File: config.mk
export PLATFORM = sky130hd
export DESIGN_NAME = ps2_scan_code_decoder_top_flat
export DESIGN_NICKNAME = d
export VERILOG_FILES = /design/src/rtl/ps2d_pkg.sv /design/src/rtl/ps2d_scan_if.sv /design/src/rtl/ps2d_key_if.sv /design/src/rtl/ps2_scan_code_decoder_top.sv /design/src/flat_wrapper.sv
export SDC_FILE = /design/constraint.sdc
export NUM_CORES = 1
export LEC_CHECK = 0
export ABC_CLOCK_PERIOD_IN_PS = 3000
export BUFFER_PORTS_ARGS = -buffer_cell sky130_fd_sc_hd__buf_2
export CORE_MARGIN = 2
export CORE_UTILIZATION = 59
export DETAILED_ROUTE_END_ITERATION = 8
export GPL_ROUTABILITY_DRIVEN = 1
export HOLD_SLACK_MARGIN = 0.05
export PLACE_DENSITY = 0.77
export SLEW_MARGIN = 20
export SYNTH_ARGS = -nofsm -noshare
export SYNTH_HDL_FRONTEND = slang
export SYNTH_SLANG_ARGS = --single-unit
File: constraint.sdc
create_clock -name i_clk -period 3 [get_ports i_clk]
set_input_delay 0.45 -clock i_clk [delete_from_list [all_inputs] [get_ports i_clk]]
set_output_delay 0.45 -clock i_clk [all_outputs]
set_load 0.1 [all_outputs]
File: src/rtl/ps2d_pkg.sv
// Package for the PS/2 set-2 scan-code decoder: result kinds, prefix and key codes,
// the release-to-character table and the chord dot lookup.
// No dependencies.
package ps2d_pkg;

    localparam int CODE_W  = 8;
    localparam int VALUE_W = 8;
    localparam int DOTS_W  = 6;

    typedef enum logic [1:0] {
        KIND_CHAR = 2'd0,
        KIND_FUNC = 2'd1,
        KIND_DOTS = 2'd2
    } t_kind;

    typedef enum logic {
        MODE_FULL  = 1'b0,
        MODE_CHORD = 1'b1
    } t_mode;

    localparam logic [CODE_W-1:0] PFX_EXT   = 8'hE0;
    localparam logic [CODE_W-1:0] PFX_BRK   = 8'hF0;
    localparam logic [CODE_W-1:0] KEY_SPACE = 8'h29;
    localparam logic [CODE_W-1:0] KEY_NONE  = 8'h00;

    typedef struct packed {
        logic               hit;
        logic [VALUE_W-1:0] char_code;
    } t_map;

    function automatic t_map f_key_map(input logic [CODE_W-1:0] code);
        t_map m;
        m.hit = 1'b1;
        case (code)
            8'h45: m.char_code = "0";
            8'h16: m.char_code = "1";
            8'h1E: m.char_code = "2";
            8'h26: m.char_code = "3";
            8'h25: m.char_code = "4";
            8'h2E: m.char_code = "5";
            8'h36: m.char_code = "6";
            8'h3D: m.char_code = "7";
            8'h3E: m.char_code = "8";
            8'h46: m.char_code = "9";
            8'h1C: m.char_code = "a";
            8'h32: m.char_code = "b";
            8'h21: m.char_code = "c";
            8'h23: m.char_code = "d";
            8'h24: m.char_code = "e";
            8'h2B: m.char_code = "f";
            8'h34: m.char_code = "g";
            8'h33: m.char_code = "h";
            8'h43: m.char_code = "i";
            8'h3B: m.char_code = "j";
            8'h42: m.char_code = "k";
            8'h4B: m.char_code = "l";
            8'h3A: m.char_code = "m";
            8'h31: m.char_code = "n";
            8'h4C: m.char_code = 8'hEE;
            8'h44: m.char_code = "o";
            8'h4D: m.char_code = "p";
            8'h15: m.char_code = "q";
            8'h2D: m.char_code = "r";
            8'h1B: m.char_code = "s";
            8'h2C: m.char_code = "t";
            8'h3C: m.char_code = "u";
            8'h2A: m.char_code = "v";
            8'h1D: m.char_code = "w";
            8'h22: m.char_code = "x";
            8'h35: m.char_code = "y";
            8'h1A: m.char_code = "z";
            8'h58: m.char_code = "^";
            8'h0D: m.char_code = "#";
            8'h5A: m.char_code = 8'h0A;
            8'h41: m.char_code = ",";
            8'h49: m.char_code = ".";
            8'h4A: m.char_code = "_";
            8'h4E: m.char_code = "?";
            8'h5D: m.char_code = ";";
            8'h55: m.char_code = "!";
            8'h54: m.char_code = "(";
            8'h52: m.char_code = ")";
            8'h0E: m.char_code = 8'h22;
            8'h5B: m.char_code = "*";
            8'h29: m.char_code = " ";
            default: begin
                m.hit       = 1'b0;
                m.char_code = '0;
            end
        endcase
        return m;
    endfunction

    function automatic logic [DOTS_W-1:0] f_dot_of(input logic [CODE_W-1:0] code);
        logic [DOTS_W-1:0] d;
        case (code)
            8'h2B:   d = 6'b000001;
            8'h23:   d = 6'b000010;
            8'h1B:   d = 6'b000100;
            8'h3B:   d = 6'b001000;
            8'h42:   d = 6'b010000;
            8'h4B:   d = 6'b100000;
            default: d = '0;
        endcase
        return d;
    endfunction

endpackage

File: src/rtl/ps2d_scan_if.sv
// Scan-code input channel: valid/ready handshake with the received byte and clear flag.
// Depends on ps2d_pkg.
interface ps2d_scan_if;
    logic                         valid;
    logic                         ready;
    logic [ps2d_pkg::CODE_W-1:0]  scan_code;
    logic                         clear_decoder;

    modport source (output valid, output scan_code, output clear_decoder, input ready);
    modport sink   (input valid, input scan_code, input clear_decoder, output ready);
endinterface

File: src/rtl/ps2d_key_if.sv
// Decoded key result channel: valid/ready handshake with result kind and value.
// Depends on ps2d_pkg.
interface ps2d_key_if;
    logic                         valid;
    logic                         ready;
    ps2d_pkg::t_kind              result_kind;
    logic [ps2d_pkg::VALUE_W-1:0] result_value;

    modport source (output valid, output result_kind, output result_value, input ready);
    modport sink   (input valid, input result_kind, input result_value, output ready);
endinterface

File: src/rtl/ps2_scan_code_decoder_top.sv
// PS/2 set-2 scan-code decoder: prefix tracking, table lookup and braille chord entry.
// Depends on ps2d_pkg, ps2d_scan_if and ps2d_key_if.
// Path: the input register captures a scan beat, then the result register takes its result beat.
// Throughput: one scan beat per cycle; the input register advances whenever the
// result register is empty or being drained.
// Reset (synchronous, active low) clears mode, prefix flags, dots and both valid flags.
module ps2_scan_code_decoder_top (
    input  logic              i_clk,
    input  logic              i_rst_n,
    input  logic              i_cfg_wr_en,
    input  logic              i_cfg_wr_data,
    ps2d_scan_if.sink         i_scan,
    ps2d_key_if.source        o_key
);

    logic                          r_in_vld;
    logic [ps2d_pkg::CODE_W-1:0]   r_code;
    logic                          r_clear;

    ps2d_pkg::t_mode               r_mode;
    logic                          r_brk;
    logic                          r_ext;
    logic [ps2d_pkg::DOTS_W-1:0]   r_dots;

    logic                          r_out_vld;
    ps2d_pkg::t_kind               r_kind;
    logic [ps2d_pkg::VALUE_W-1:0]  r_value;

    logic                          n_brk;
    logic                          n_ext;
    logic [ps2d_pkg::DOTS_W-1:0]   n_dots;
    logic                          n_emit;
    ps2d_pkg::t_kind               n_kind;
    logic [ps2d_pkg::VALUE_W-1:0]  n_value;

    logic                          advance;
    logic [ps2d_pkg::DOTS_W-1:0]   dot;
    ps2d_pkg::t_map                map;

    assign advance      = r_in_vld && (!r_out_vld || o_key.ready);
    assign i_scan.ready = !r_in_vld || advance;

    assign o_key.valid        = r_out_vld;
    assign o_key.result_kind  = r_kind;
    assign o_key.result_value = r_value;

    assign dot = ps2d_pkg::f_dot_of(r_code);
    assign map = ps2d_pkg::f_key_map(r_code);

    always_comb begin
        n_brk   = r_brk;
        n_ext   = r_ext;
        n_dots  = r_dots;
        n_emit  = 1'b0;
        n_kind  = ps2d_pkg::KIND_FUNC;
        n_value = r_code;
        if (r_clear) begin
            n_brk = 1'b0;
            n_ext = 1'b0;
        end else if (r_code == ps2d_pkg::PFX_EXT) begin
            n_ext = 1'b1;
        end else if (r_code == ps2d_pkg::PFX_BRK) begin
            n_brk = 1'b1;
        end else begin
            n_brk = 1'b0;
            n_ext = 1'b0;
            if (r_brk) begin
                if (r_ext) begin
                    n_emit = (r_code != ps2d_pkg::KEY_NONE);
                end else if (r_mode == ps2d_pkg::MODE_CHORD) begin
                    if (dot != '0) begin
                        n_dots = r_dots & ~dot;
                    end else if (r_code == ps2d_pkg::KEY_SPACE) begin
                        n_emit  = 1'b1;
                        n_kind  = ps2d_pkg::KIND_DOTS;
                        n_value = {2'b00, r_dots};
                    end else begin
                        n_emit = (r_code != ps2d_pkg::KEY_NONE);
                    end
                end else if (map.hit) begin
                    n_emit  = 1'b1;
                    n_kind  = ps2d_pkg::KIND_CHAR;
                    n_value = map.char_code;
                end else begin
                    n_emit = (r_code != ps2d_pkg::KEY_NONE);
                end
            end else if (r_mode == ps2d_pkg::MODE_CHORD) begin
                n_dots = r_dots | dot;
            end
        end
    end

    always_ff @(posedge i_clk) begin
        if (!i_rst_n) begin
            r_in_vld  <= 1'b0;
            r_out_vld <= 1'b0;
            r_mode    <= ps2d_pkg::MODE_FULL;
            r_brk     <= 1'b0;
            r_ext     <= 1'b0;
            r_dots    <= '0;
        end else begin
            if (i_scan.valid && i_scan.ready) begin
                r_in_vld <= 1'b1;
            end else if (advance) begin
                r_in_vld <= 1'b0;
            end
            if (advance) begin
                r_out_vld <= n_emit;
                r_brk     <= n_brk;
                r_ext     <= n_ext;
            end else if (o_key.ready) begin
                r_out_vld <= 1'b0;
            end
            if (i_cfg_wr_en) begin
                r_mode <= ps2d_pkg::t_mode'(i_cfg_wr_data);
                r_dots <= '0;
            end else if (advance) begin
                r_dots <= n_dots;
            end
        end
    end

    always_ff @(posedge i_clk) begin
        if (i_scan.valid && i_scan.ready) begin
            r_code  <= i_scan.scan_code;
            r_clear <= i_scan.clear_decoder;
        end
        if (advance && n_emit) begin
            r_kind  <= n_kind;
            r_value <= n_value;
        end
    end

    a_dots_upper_zero: assert property (@(posedge i_clk) disable iff (!i_rst_n)
        (o_key.valid && o_key.result_kind == ps2d_pkg::KIND_DOTS)
            |-> (o_key.result_value[7:6] == 2'b00))
        else $error("dot pattern beat carries upper bits");

    a_func_nonzero: assert property (@(posedge i_clk) disable iff (!i_rst_n)
        (o_key.valid && o_key.result_kind == ps2d_pkg::KIND_FUNC)
            |-> (o_key.result_value != ps2d_pkg::KEY_NONE))
        else $error("function beat carries the no-key code");

    a_cfg_clears_dots: assert property (@(posedge i_clk) disable iff (!i_rst_n)
        i_cfg_wr_en |=> (r_dots == '0))
        else $error("dots not cleared by mode write");

    a_full_mode_no_dots: assert property (@(posedge i_clk) disable iff (!i_rst_n)
        (r_mode == ps2d_pkg::MODE_FULL) |-> (r_dots == '0))
        else $error("dots set in full keyboard mode");

    a_result_from_advance: assert property (@(posedge i_clk) disable iff (!i_rst_n)
        $rose(r_out_vld) |-> $past(advance))
        else $error("result beat without an advancing scan beat");

endmodule
File: src/flat_wrapper.sv
// flat-port wrapper written by rule: the top's interface ports become plain ports
module ps2_scan_code_decoder_top_flat 
  (i_clk, i_rst_n, i_cfg_wr_en, i_cfg_wr_data, i_scan_valid, i_scan_scan_code, i_scan_clear_decoder, i_scan_ready, o_key_valid, o_key_result_kind, o_key_result_value, o_key_ready);
  ps2d_scan_if i_scan_i ();
  ps2d_key_if o_key_i ();
  input  logic i_clk;
  input  logic i_rst_n;
  input  logic i_cfg_wr_en;
  input  logic i_cfg_wr_data;
  input wire logic [$bits(i_scan_i.valid)-1:0] i_scan_valid;
  input wire logic [$bits(i_scan_i.scan_code)-1:0] i_scan_scan_code;
  input wire logic [$bits(i_scan_i.clear_decoder)-1:0] i_scan_clear_decoder;
  output wire logic [$bits(i_scan_i.ready)-1:0] i_scan_ready;
  output wire logic [$bits(o_key_i.valid)-1:0] o_key_valid;
  output wire logic [$bits(o_key_i.result_kind)-1:0] o_key_result_kind;
  output wire logic [$bits(o_key_i.result_value)-1:0] o_key_result_value;
  input wire logic [$bits(o_key_i.ready)-1:0] o_key_ready;
  assign i_scan_i.valid = i_scan_valid;
  assign i_scan_i.scan_code = i_scan_scan_code;
  assign i_scan_i.clear_decoder = i_scan_clear_decoder;
  assign i_scan_ready = i_scan_i.ready;
  assign o_key_valid = o_key_i.valid;
  assign o_key_result_kind = o_key_i.result_kind;
  assign o_key_result_value = o_key_i.result_value;
  assign o_key_i.ready = o_key_ready;
  ps2_scan_code_decoder_top u_core (.i_clk(i_clk), .i_rst_n(i_rst_n), .i_cfg_wr_en(i_cfg_wr_en), .i_cfg_wr_data(i_cfg_wr_data), .i_scan(i_scan_i), .o_key(o_key_i));
endmodule
==> results by group, run 1 <==
Run status
  • Status: finished, final reports clean

Detailed routing
  • Drt pass-1 iters: 6
  • Vias per cell: slightly below 7
  • Via count: around 2.6k
  • Wire length per cell: just over 20 µm
  • Routed WL: ~7800 µm
  • Post-route ant nets: 0
  • DRT iter0 DRCs: 507
  • DR DRC count: 0

Synthesis
  • Yosys warnings: 0
  • Top-count cell post-synth: nand2_1
  • Area leader, netlist: edfxtp_1
  • Syn Inst Count: just under 300
  • Synth top area cells: edfxtp_1 (24%), dfxtp_1 (9.2%), nand2_1 (5.7%)
  • Post-Syn Area: approximately 2400 µm²
  • Distinct cells, synth: 62
  • Top FF cell, synth: edfxtp_1
  • Post-synth EDFFs: 19
  • Post-synthesis register bit count: 30
  • Post-synth top area share: 0.239
  • Post-synth top cells: nand2_1 (36), nor2_1 (30), edfxtp_1 (19)
  • Syn nets: between 300 and 400
  • Proportion of synthesized chip area in sequential cells: 0.331
  • Ys async rst share: 0
  • Average size of a mapped cell: between 8 and 9 µm²

STA
  • Setup_tns: 0 ps
  • Clk_skew: between 10 and 15 ps
  • Tcrit/Tclk final: 0.929
  • RSZ-0062 raised after global routing: no
  • Hold Fails Final Rpt: 0
  • Final setup violation count: 0
  • Post-route minimum period: between 2000 and 3000 ps
  • Max_slew headroom: 0.515
  • Worst Tran Pin Value: 728 ps
  • Hold slack: 336 ps
  • Final Max Tran Viols: 0
  • Max Freq: between 0.3 and 0.4 GHz
  • Final worst slack: 214 ps

Cells and area
  • # diodes: 0
  • Fillers: between 200 and 300
  • Share of layout cells above drive strength 1: 0.245
  • Syn-to-layout area delta: 20.2%
  • Number of nets in the layout: ~350

Power
  • NetSw: 0.365 mW
  • Int Power: between 0.8 and 0.9 mW
  • Leakage: 1.07 nW
  • Power Dens Cells: about 430 nW/µm²
  • Switching Share: 0.299
  • Seq pwr share: 0.391
  • Clock Power Share: 0.367
  • Comb pwr share: 0.242
  • Worst VDD drop: slightly above 0.0005 V

Critical path
  • WP data arrival: 2810 ps
  • Max incr delay on CP: 610 ps
  • Flop-to-flop setup slack: roughly 210 ps
  • CP Data Required Time: around 3000 ps
  • Crit Path Class: reg2reg
  • Maximum fanout along the worst path: 13
  • Critical Path Sink Type: flip-flop
  • CP Cell Sequence: buf_4, and3b_1, o211ai_2, o311ai_2, nor3_1, nand4_2, o21ba_1, buf_4, a21oi_1, a31oi_1
  • Critical Path Start Type: flip-flop
  • Most used cell, CP: buf_4
  • Slowest-stage cell, CP: edfxtp_1

Flow run
  • Max Cap Violations: 0

CTS
  • H-tree depth: 2
  • Clock Tree Root: clkbuf_8
  • Post-CTS Setup Inserts: 0
  • Clk_lat worst skew: around 280 ps
  • CTS Buf Count: 5
  • TritonCTS clock tree: built
  • # clock sinks: 30
  • Longest Clk Path Bufs: 2
  • Reg clk slew, reported paths: about 70 ps

Global route
  • Total track usage: 0.366
  • First-pass GRT wire length: 12200 µm
  • Initial antenna violation count: 0
  • Vias in the first global route: between 2k and 2.5k
  • Largest net degree at the start of global routing: 23
  • GRT overflow: 0

Worst hold path
  • Worst hold path class: in2reg

Place
  • Placer congestion estimate: roughly 1.1
  • Placement Setup Slack: 239 ps
  • Detailed placer's ending HPWL: between 5000 and 6000 µm
  • Port Buffers: 26

Floorplan
  • I/O Pins: 27
  • Number of placement rows: 23
  • Core area: approximately 3900 µm²
  • Die Ht: about 68 µm
  • Die area: ~4600 µm²
  • Initial Util: 0.606
  • Die X: around 68 µm
==> power groups by stage <==
stage          clock (mW)  combinational [mW]  sequential (mW)
2_1_floorplan           0               0.191            0.479
3_3_place_gp            0               0.284            0.484
3_5_place_dp            0               0.282            0.485
4_1_cts             0.449               0.283            0.476
5_1_grt             0.461               0.312            0.480
6_report            0.448               0.295            0.478
==> worst paths after layout <==
check / startpoint / end / depth (start not counted)
worst max-delay path: u_core.r_code[5] / u_core.o_key.result_value[6] / 10
worst min register to register: flip-flop / flip-flop / 2
worst min-delay path: i_scan_clear_decoder / u_core.r_clear / 1
worst max register to register: u_core.r_code[5] / u_core.o_key.result_value[6] / 10
==> worst max-delay path: cells and delay by family (launching register included) <==
family,cells,cell delay (ps)
AOI/OAI and AO/OA,5,860
buffers and inverters,2,420
DFF,1,610
and+or+nand+nor,3,640
==> cell usage in the layout, fill, tap and decap left out, types with 4 or more instances in the layout <==
cell type  count
o31ai_1        4
dfxtp_1       11
nor2b_1       10
and2_1         4
nor2_1        29
nor3b_1        5
nor3_1        12
mux2i_1        8
edfxtp_1      19
nand4_1        6
buf_2         26
buf_4         31
clkbuf_8       6
o21ai_0       10
nor4b_1        4
nand3_1       14
nor4_1         6
a21oi_1       17
nand2_1       36
a31oi_1        6
nand2b_1       7
==> kinds of logic after synthesis <==
kind of cell,synth area share
buffers and inverters,0.0586
XOR/XNOR,0.00733
AO/OA/AOI/OAI,0.230
flip-flops,0.331
AND/OR/NAND/NOR,0.340
multiplexers,0.0335
==> stage by stage <==
stage | instance area, µm² | utilization | total power [mW] | std cells
2_1_floorplan | 2390 | - | 0.670 | 292
3_3_place_gp | 2730 | 0.692 | 0.768 | 381
3_5_place_dp | 2730 | 0.692 | 0.767 | 381
4_1_cts | 2860 | 0.725 | 1.21 | 389
5_1_grt | 2870 | 0.728 | 1.25 | 389
6_report | 2870 | 0.728 | 1.22 | 389
==> layer usage <==
layer  GRT usage  wire length [µm]
met5           0                 0
met3      0.0833               911
met1       0.460              2910
met4       0.176               423
met2       0.591              3600
==> layout make-up <==
cell class | instances | area (µm²) | share of cell area
multi-input combinational | 239 | 1470 | 0.512
sequential | 30 | 791 | 0.275
timing repair buffer | 59 | 403 | 0.140
clock buffer | 8 | 133 | 0.0462
tap | 50 | 62.6 | 0.0218
inverter | 3 | 11.3 | 0.00392
==> repair_timing <==
action                     CTS  global route
hold buffers                 0             0
setup endpoints to repair    0             5
resized for setup            0             2
(Power assumes the default switching activity.)
==> run 2: changes to the inputs <==
--- a/config.mk
+++ b/config.mk
@@ -5,7 +5,7 @@
 export SDC_FILE = /design/constraint.sdc
 export NUM_CORES = 1
 export LEC_CHECK = 0
-export ABC_CLOCK_PERIOD_IN_PS = 3000
+export ABC_AREA = 1
 export BUFFER_PORTS_ARGS = -buffer_cell sky130_fd_sc_hd__buf_2
 export CORE_MARGIN = 2
 export CORE_UTILIZATION = 59
==> results by group, run 2 <==
Synthesis
  • Average size of a mapped cell: 6.31 µm² (was 8.18 µm²)
  • Post-synth top cells: nand2_1 (117), nor2_1 (62), inv_1 (35) (was nand2_1 (36), nor2_1 (30), edfxtp_1 (19))
  • Post-Syn Area: 2380 µm² (was 2390 µm²)
  • Area leader, netlist: edfxtp_1 (unchanged)
  • Syn nets: 393 (was 307)
  • Post-synth EDFFs: 19 (unchanged)
  • Distinct cells, synth: 23 (was 62)
  • Post-synthesis register bit count: 30 (unchanged)
  • Proportion of synthesized chip area in sequential cells: 0.332 (was 0.331)
  • Ys async rst share: 0 (unchanged)
  • Yosys warnings: 0 (unchanged)
  • Post-synth top area share: 0.239 (about the same)
  • Top-count cell post-synth: nand2_1 (unchanged)
  • Syn Inst Count: 378 (was 292)
  • Synth top area cells: edfxtp_1 (24%), nand2_1 (18%), nor2_1 (9.8%) (was edfxtp_1 (24%), dfxtp_1 (9.2%), nand2_1 (5.7%))
  • Top FF cell, synth: edfxtp_1 (unchanged)

STA
  • Hold Fails Final Rpt: 0 (unchanged)
  • Tcrit/Tclk final: 0.860 (was 0.929)
  • Max Freq: 0.388 GHz (was 0.359 GHz)
  • Worst Tran Pin Value: 582 ps (was 728 ps)
  • Setup_tns: 0 ps (unchanged)
  • Post-route minimum period: 2580 ps (was 2790 ps)
  • Final Max Tran Viols: 0 (unchanged)
  • Clk_skew: 10.3 ps (was 13.2 ps)
  • RSZ-0062 raised after global routing: no (unchanged)
  • Max_slew headroom: 0.611 (was 0.515)
  • Final setup violation count: 0 (unchanged)

CTS
  • H-tree depth: 2 (unchanged)
  • Post-cts resize count: 0 (unchanged)
  • # clock sinks: 30 (unchanged)
  • CTS Buf Count: 5 (unchanged)
  • Longest Clk Path Bufs: 2 (unchanged)
  • CTS Hold Bufs: 0 (unchanged)
  • Post-CTS Setup Inserts: 0 (unchanged)
  • Reg clk slew, reported paths: 70 ps (about the same)
  • Clock Tree Root: clkbuf_8 (unchanged)
  • TritonCTS clock tree: built (unchanged)
  • Clk_lat worst skew: 290 ps (was 280 ps)

Floorplan
  • I/O Pins: 27 (unchanged)
  • Initial Util: 0.605 (was 0.606)
  • Die Ht: 67.6 µm (about the same)
  • Die X: 67.6 µm (about the same)
  • Die area: 4560 µm² (was 4580 µm²)
  • Core area: 3940 µm² (unchanged)
  • Number of placement rows: 23 (unchanged)

Detailed routing
  • DRT iter0 DRCs: 301 (was 507)
  • DR DRC count: 0 (unchanged)
  • Vias per cell: 5.81 (was 6.80)
  • Post-route ant nets: 0 (unchanged)
  • Via count: 2666 (was 2645)
  • Drt pass-1 iters: 7 (was 6)
  • Routed WL: 7020 µm (was 7850 µm)
  • Wire length per cell: 15.3 µm (was 20.2 µm)

Place
  • Placer congestion estimate: 1.04 (was 1.09)
  • Detailed placer's ending HPWL: 5560 µm (was 5900 µm)
  • Port Buffers: 26 (unchanged)
  • Placed Area: 2550 µm² (was 2730 µm²)

Cells and area
  • Fillers: 346 (was 285)
  • Most frequent cells in the layout: nand2_1 (117), nor2_1 (62), inv_1 (35) (was nand2_1 (36), buf_4 (31), nor2_1 (29))
  • Commonest non-fill, non-tap cell in the layout: nand2_1 (unchanged)
  • Share of layout cells above drive strength 1: 0.181 (was 0.245)
  • Number of nets in the layout: 423 (was 353)
  • Final Cell Area: 2660 µm² (was 2870 µm²)
  • Syn-to-layout area delta: 11.7% (was 20.2%)
  • # diodes: 0 (unchanged)

Global route
  • Total track usage: 0.341 (was 0.366)
  • Initial antenna violation count: 0 (unchanged)
  • Vias in the first global route: 2467 (was 2422)
  • Largest net degree at the start of global routing: 15 (was 23)
  • First-pass GRT wire length: 11400 µm (was 12200 µm)
  • GRT overflow: 0 (unchanged)

Critical path
  • Maximum fanout along the worst path: 11 (was 13)
  • Crit Path Class: reg2reg (unchanged)
  • Critical Path Start Type: flip-flop (unchanged)
  • WP data arrival: 2630 ps (was 2810 ps)
  • CP Data Required Time: 3050 ps (was 3020 ps)
  • Critical Path Sink Type: flip-flop (unchanged)

Power
  • Comb pwr share: 0.149 (was 0.242)
  • Clock Power Share: 0.398 (was 0.367)
  • Leakage: 1.34 nW (was 1.07 nW)
  • Seq pwr share: 0.452 (was 0.391)
  • Switching Share: 0.280 (was 0.299)
  • Power Dens Cells: 387 nW/µm² (was 425 nW/µm²)
  • Worst VDD drop: 0.000509 V (was 0.000518 V)
  • NetSw: 0.289 mW (was 0.365 mW)
  • Int Power: 0.742 mW (was 0.856 mW)

Worst hold path
  • Worst hold path class: in2reg (unchanged)

Run status
  • Status: finished, final reports clean (unchanged)

Flow run
  • Max Cap Violations: 0 (unchanged)
[run 2: changes by cell type after synthesis, moves of 7 or more]
cell      before  now
inv_1          3   35
nor2_2         0   10
nor2b_1       10    0
buf_2          7    0
nor2_1        30   62
nand2_2        0   15
nand3_1       14   27
nand2_1       36  117
nand2b_1       7    0
mux2i_1        8    0
[run 2: metal layers]
| metal | part of all wire | wire, µm | up-vias | global-route usage |
|---|---|---|---|---|
| li1 | - | - | 1291 | - |
| met1 | 0.40 | 2820 | 1166 | 0.409 |
| met2 | 0.45 | 3190 | 168 | 0.550 |
| met3 | 0.086 | 601 | 41 | 0.0767 |
| met4 | 0.059 | 417 | 0 | 0.214 |
| met5 | 0 | 0 | - | 0 |
[run 2: final cells by class]
class	instances	area (µm²)	area share
Clock inverter	3	40.0	0.0150
Tap cell	50	62.6	0.0235
Timing Repair Buffer	27	138	0.0517
Sequential cell	30	791	0.297
Inverter	40	150	0.0564
Multi-Input combinational cell	304	1410	0.531
Clock buffer	5	68.8	0.0258
[run 2: power groups by stage]
stage          Clock [mW]  Combinational (mW)  Sequential, mW
2_1_floorplan           0               0.107           0.477
3_3_place_gp            0               0.146           0.474
3_5_place_dp            0               0.149           0.475
4_1_cts             0.416               0.150           0.466
5_1_grt             0.428               0.171           0.469
6_report            0.411               0.154           0.467
[run 2: critical path: stages, from the launching register on]
cell and delay [ps]:
edfxtp_1 440, inv_1 200, nand2_4 110, nor2_2 470, nand2_1 150, nor2_1 290
inv_1 160, o21ai_0 300, nor2_1 90, nand2_1 60, a21oi_1 50
[run 2: per-stage QoR]
step	std cells	power (mW)	util	hold WS [ps]	setup WS [ps]
2_1_floorplan	378	0.585	-	497	243
5_1_grt	459	1.07	0.675	326	260
3_5_place_dp	451	0.624	0.648	501	551
6_report	459	1.03	0.675	328	420
3_3_place_gp	451	0.621	0.648	496	587
4_1_cts	459	1.03	0.675	321	506
[run 2: cells by family (layout without fill, tap and decap cells)]
kind of cell / after synthesis / in the layout / synth area share
buffers and inverters: 44 / 75 / 0.0756
AND/OR/NAND/NOR: 263 / 263 / 0.503
flip-flops: 30 / 30 / 0.332
AO/OA/AOI/OAI: 41 / 41 / 0.0892
[run 2: final timing paths]
check	depth (start not counted)	to	slack (ps)	startpoint
worst min register to register	2	u_core.o_key.valid	510	u_core.o_key.valid
worst min-delay path	1	u_core.r_code[1]	330	i_scan_scan_code[1]
worst max register to register	10	u_core.o_key.result_value[5]	420	u_core.r_code[7]
worst max-delay path	10	u_core.o_key.result_value[5]	420	u_core.r_code[7]
==> run 3: changes to the inputs <==
--- a/config.mk
+++ b/config.mk
@@ -5,14 +5,13 @@
 export SDC_FILE = /design/constraint.sdc
 export NUM_CORES = 1
 export LEC_CHECK = 0
-export ABC_AREA = 1
-export BUFFER_PORTS_ARGS = -buffer_cell sky130_fd_sc_hd__buf_2
 export CORE_MARGIN = 2
-export CORE_UTILIZATION = 59
+export CORE_UTILIZATION = 60
 export DETAILED_ROUTE_END_ITERATION = 8
+export DONT_BUFFER_PORTS = 1
 export GPL_ROUTABILITY_DRIVEN = 1
 export HOLD_SLACK_MARGIN = 0.05
-export PLACE_DENSITY = 0.77
+export PLACE_DENSITY = 0.73
 export SLEW_MARGIN = 20
 export SYNTH_ARGS = -nofsm -noshare
 export SYNTH_HDL_FRONTEND = slang
==> results by group, run 3 (synthesis gave the netlist of run 1 again) <==
Flow run
  • Max Cap Violations: 0 (unchanged)

Critical path
  • Reg2reg end: u_core.o_key.result_value[2] (was u_core.o_key.result_value[5])
  • Reg2reg path depth: 8 (was 10)
  • Critical Path Sink Type: flip-flop (unchanged)
  • WP data arrival: 2920 ps (was 2630 ps)
  • Max incr delay on CP: 630 ps (was 470 ps)
  • Reg-to-reg startpoint: u_core.r_code[2] (was u_core.r_code[7])
  • Buffers & Inverters on Critical Path: 0 (was 2)
  • Stages on worst setup path: 8 (was 10)
  • Maximum fanout along the worst path: 12 (was 11)
  • Crit-path leading delay family: compound AO/OA/AOI/OAI gates (was simple AND/OR/NAND/NOR gates)
  • Slowest-stage cell, CP: edfxtp_1 (was nor2_2)
  • Flop-to-flop setup slack: 150 ps (was 420 ps)
  • CP Cell Sequence: and2b_1, nand3_2, a21oi_1, a311o_1, a211o_1, o21bai_2, nor2_1, o31ai_1 (was inv_1, nand2_4, nor2_2, nand2_1, nor2_1, inv_1, o21ai_0, nor2_1, nand2_1, a21oi_1)
  • Critical Path Start Type: flip-flop (unchanged)
  • Crit Path Class: reg2reg (unchanged)
  • CP Data Required Time: 3070 ps (was 3050 ps)

Run status
  • Status: finished, final reports clean (unchanged)

Power
  • Seq pwr share: 0.439 (was 0.452)
  • Int Power: 0.742 mW (about the same)
  • Worst VDD drop: 0.000373 V (was 0.000509 V)
  • Clock Power Share: 0.312 (was 0.398)
  • Leakage: 0.943 nW (was 1.34 nW)
  • NetSw: 0.354 mW (was 0.289 mW)
  • Comb pwr share: 0.249 (was 0.149)
  • Power Dens Cells: 412 nW/µm² (was 387 nW/µm²)
  • Switching Share: 0.323 (was 0.280)

CTS
  • # clock sinks: 30 (unchanged)
  • CTS Buf Count: 5 (unchanged)
  • Clock Tree Root: clkbuf_8 (unchanged)
  • TritonCTS clock tree: built (unchanged)
  • Clk_lat worst skew: 280 ps (was 290 ps)
  • Reg clk slew, reported paths: 70 ps (about the same)
  • CTS Hold Bufs: 0 (unchanged)
  • Longest Clk Path Bufs: 2 (unchanged)
  • H-tree depth: 2 (unchanged)

Place
  • Placer congestion estimate: 1.06 (was 1.04)
  • Placed Area: 2530 µm² (was 2550 µm²)
  • Detailed placer's ending HPWL: 5520 µm (was 5560 µm)
  • Port Buffers: 0 (was 26)

Detailed routing
  • Metal2 WL: 3230 µm (was 3190 µm)
  • Drt pass-1 iters: 5 (was 7)
  • Via count: 2580 (was 2666)
  • Highest routed layer: met4 (unchanged)
  • Vias per cell: 7.21 (was 5.81)
  • Routed WL: 7310 µm (was 7020 µm)
  • Post-route ant nets: 0 (unchanged)
  • DR DRC count: 0 (unchanged)
  • M1 WL: 2780 µm (was 2820 µm)
  • DRT iter0 DRCs: 475 (was 301)
  • Wire length per cell: 20.4 µm (was 15.3 µm)
  • WL met3: 942 µm (was 601 µm)

Cells and area
  • Most frequent cells in the layout: nand2_1 (36), nor2_1 (30), buf_4 (29) (was nand2_1 (117), nor2_1 (62), inv_1 (35))
  • Number of nets in the layout: 324 (was 423)
  • Share of layout cells above drive strength 1: 0.171 (was 0.181)
  • Final Cell Area: 2660 µm² (unchanged)
  • # diodes: 0 (unchanged)
  • Commonest non-fill, non-tap cell in the layout: nand2_1 (unchanged)
  • Syn-to-layout area delta: 11.4% (was 11.7%)

STA
  • Max Freq: 0.350 GHz (was 0.388 GHz)
  • Max_slew headroom: 0.384 (was 0.611)
  • Final Max Tran Viols: 0 (unchanged)
  • Setup_tns: 0 ps (unchanged)
  • RSZ-0062 raised after global routing: no (unchanged)
  • Post-route minimum period: 2850 ps (was 2580 ps)
  • Clk_skew: 13.9 ps (was 10.3 ps)
  • Worst Tran Pin Value: 926 ps (was 582 ps)
  • Final setup violation count: 0 (unchanged)
  • Tcrit/Tclk final: 0.951 (was 0.860)
  • Hold Fails Final Rpt: 0 (unchanged)

Floorplan
  • Core area: 3740 µm² (was 3940 µm²)
  • Die X: 67.1 µm (was 67.6 µm)
  • Die area: 4500 µm² (was 4560 µm²)
  • Number of placement rows: 22 (was 23)
  • I/O Pins: 27 (unchanged)
  • Initial Util: 0.638 (was 0.605)
  • Die Ht: 67.1 µm (was 67.6 µm)

Global route
  • GRT overflow: 0 (unchanged)
  • Vias in the first global route: 2336 (was 2467)
  • Total track usage: 0.348 (was 0.341)
  • First-pass GRT wire length: 11500 µm (was 11400 µm)
  • Largest net degree at the start of global routing: 29 (was 15)
  • Initial antenna violation count: 0 (unchanged)

Worst hold path
  • Hold Path Origin: i_scan_scan_code[3] (was i_scan_scan_code[1])
  • Hold Path End: u_core.r_code[3] (was u_core.r_code[1])
  • Worst hold path class: in2reg (unchanged)
  • Hold path cells: 0 (was 1)
==> run 3: changes by cell type in the layout (fill, tap and decap cells not counted), moves of 6 or more <==
cell	previous run	this run
inv_1	35	3
nor2_1	62	30
nor2_2	10	0
a31oi_1	0	6
nand2_2	15	0
nand3_1	27	14
mux2i_1	0	8
nand2b_1	0	7
nor2b_1	0	10
buf_2	26	0
buf_4	1	29
nand2_1	117	36
==> run 3: through the flow <==
step,cells,power (mW),hold slack [ps],worst slack [ps],util
finish,358,1.10,258,147,0.711
global route,358,1.13,247,46.9,0.711
CTS,354,1.08,256,113,0.701
detailed placement,346,0.744,456,120,0.675
global placement,346,0.746,450,262,0.675
floorplan,292,0.670,439,399,-
==> run 3: routing by layer <==
layer / global-route usage / vias to the layer above
met5: 0 / -
met4: 0.161 / 0
met3: 0.0676 / 43
met2: 0.532 / 240
met1: 0.472 / 1157
li1: - / 1140
==> run 3: power by group through the flow <==
stage / sequential (mW) / clock, mW / combinational, mW
final: 0.482 / 0.343 / 0.273
after global routing: 0.484 / 0.358 / 0.289
after global placement: 0.490 / 0 / 0.256
after detailed placement: 0.490 / 0 / 0.253
after floorplan: 0.479 / 0 / 0.191
after CTS: 0.481 / 0.346 / 0.254
==> run 3: layout make-up <==
cell class                 instances  area, µm²
fill                             290       1080
timing repair buffer              30        238
clock buffer                       6       82.6
inverter                           3       11.3
sequential                        30        791
multi-input combinational        239       1470
tap                               48       60.1
clock inverter                     2       11.3
==> run 3: how the worst max path moves through the flow <==
stage,slack (ps),to,from
after floorplan,400,u_core.r_clear,u_core.o_key.valid
after global placement,260,u_core.o_key.result_value[3],u_core.r_code[2]
after detailed placement,120,u_core.o_key.result_value[2],u_core.r_code[2]
after CTS,110,u_core.o_key.result_value[2],u_core.r_code[2]
after global routing,50,u_core.o_key.result_value[5],u_core.r_code[6]
final,150,u_core.o_key.result_value[2],u_core.r_code[2]
==> run 3: timing repair <==
| item | in CTS | in global routing |
|---|---|---|
| gates resized for setup | 0 | 1 |
| endpoints found under the setup margin | 0 | 4 |
| hold endpoints to repair | 0 | 0 |
| buffers inserted | 0 | 4 |
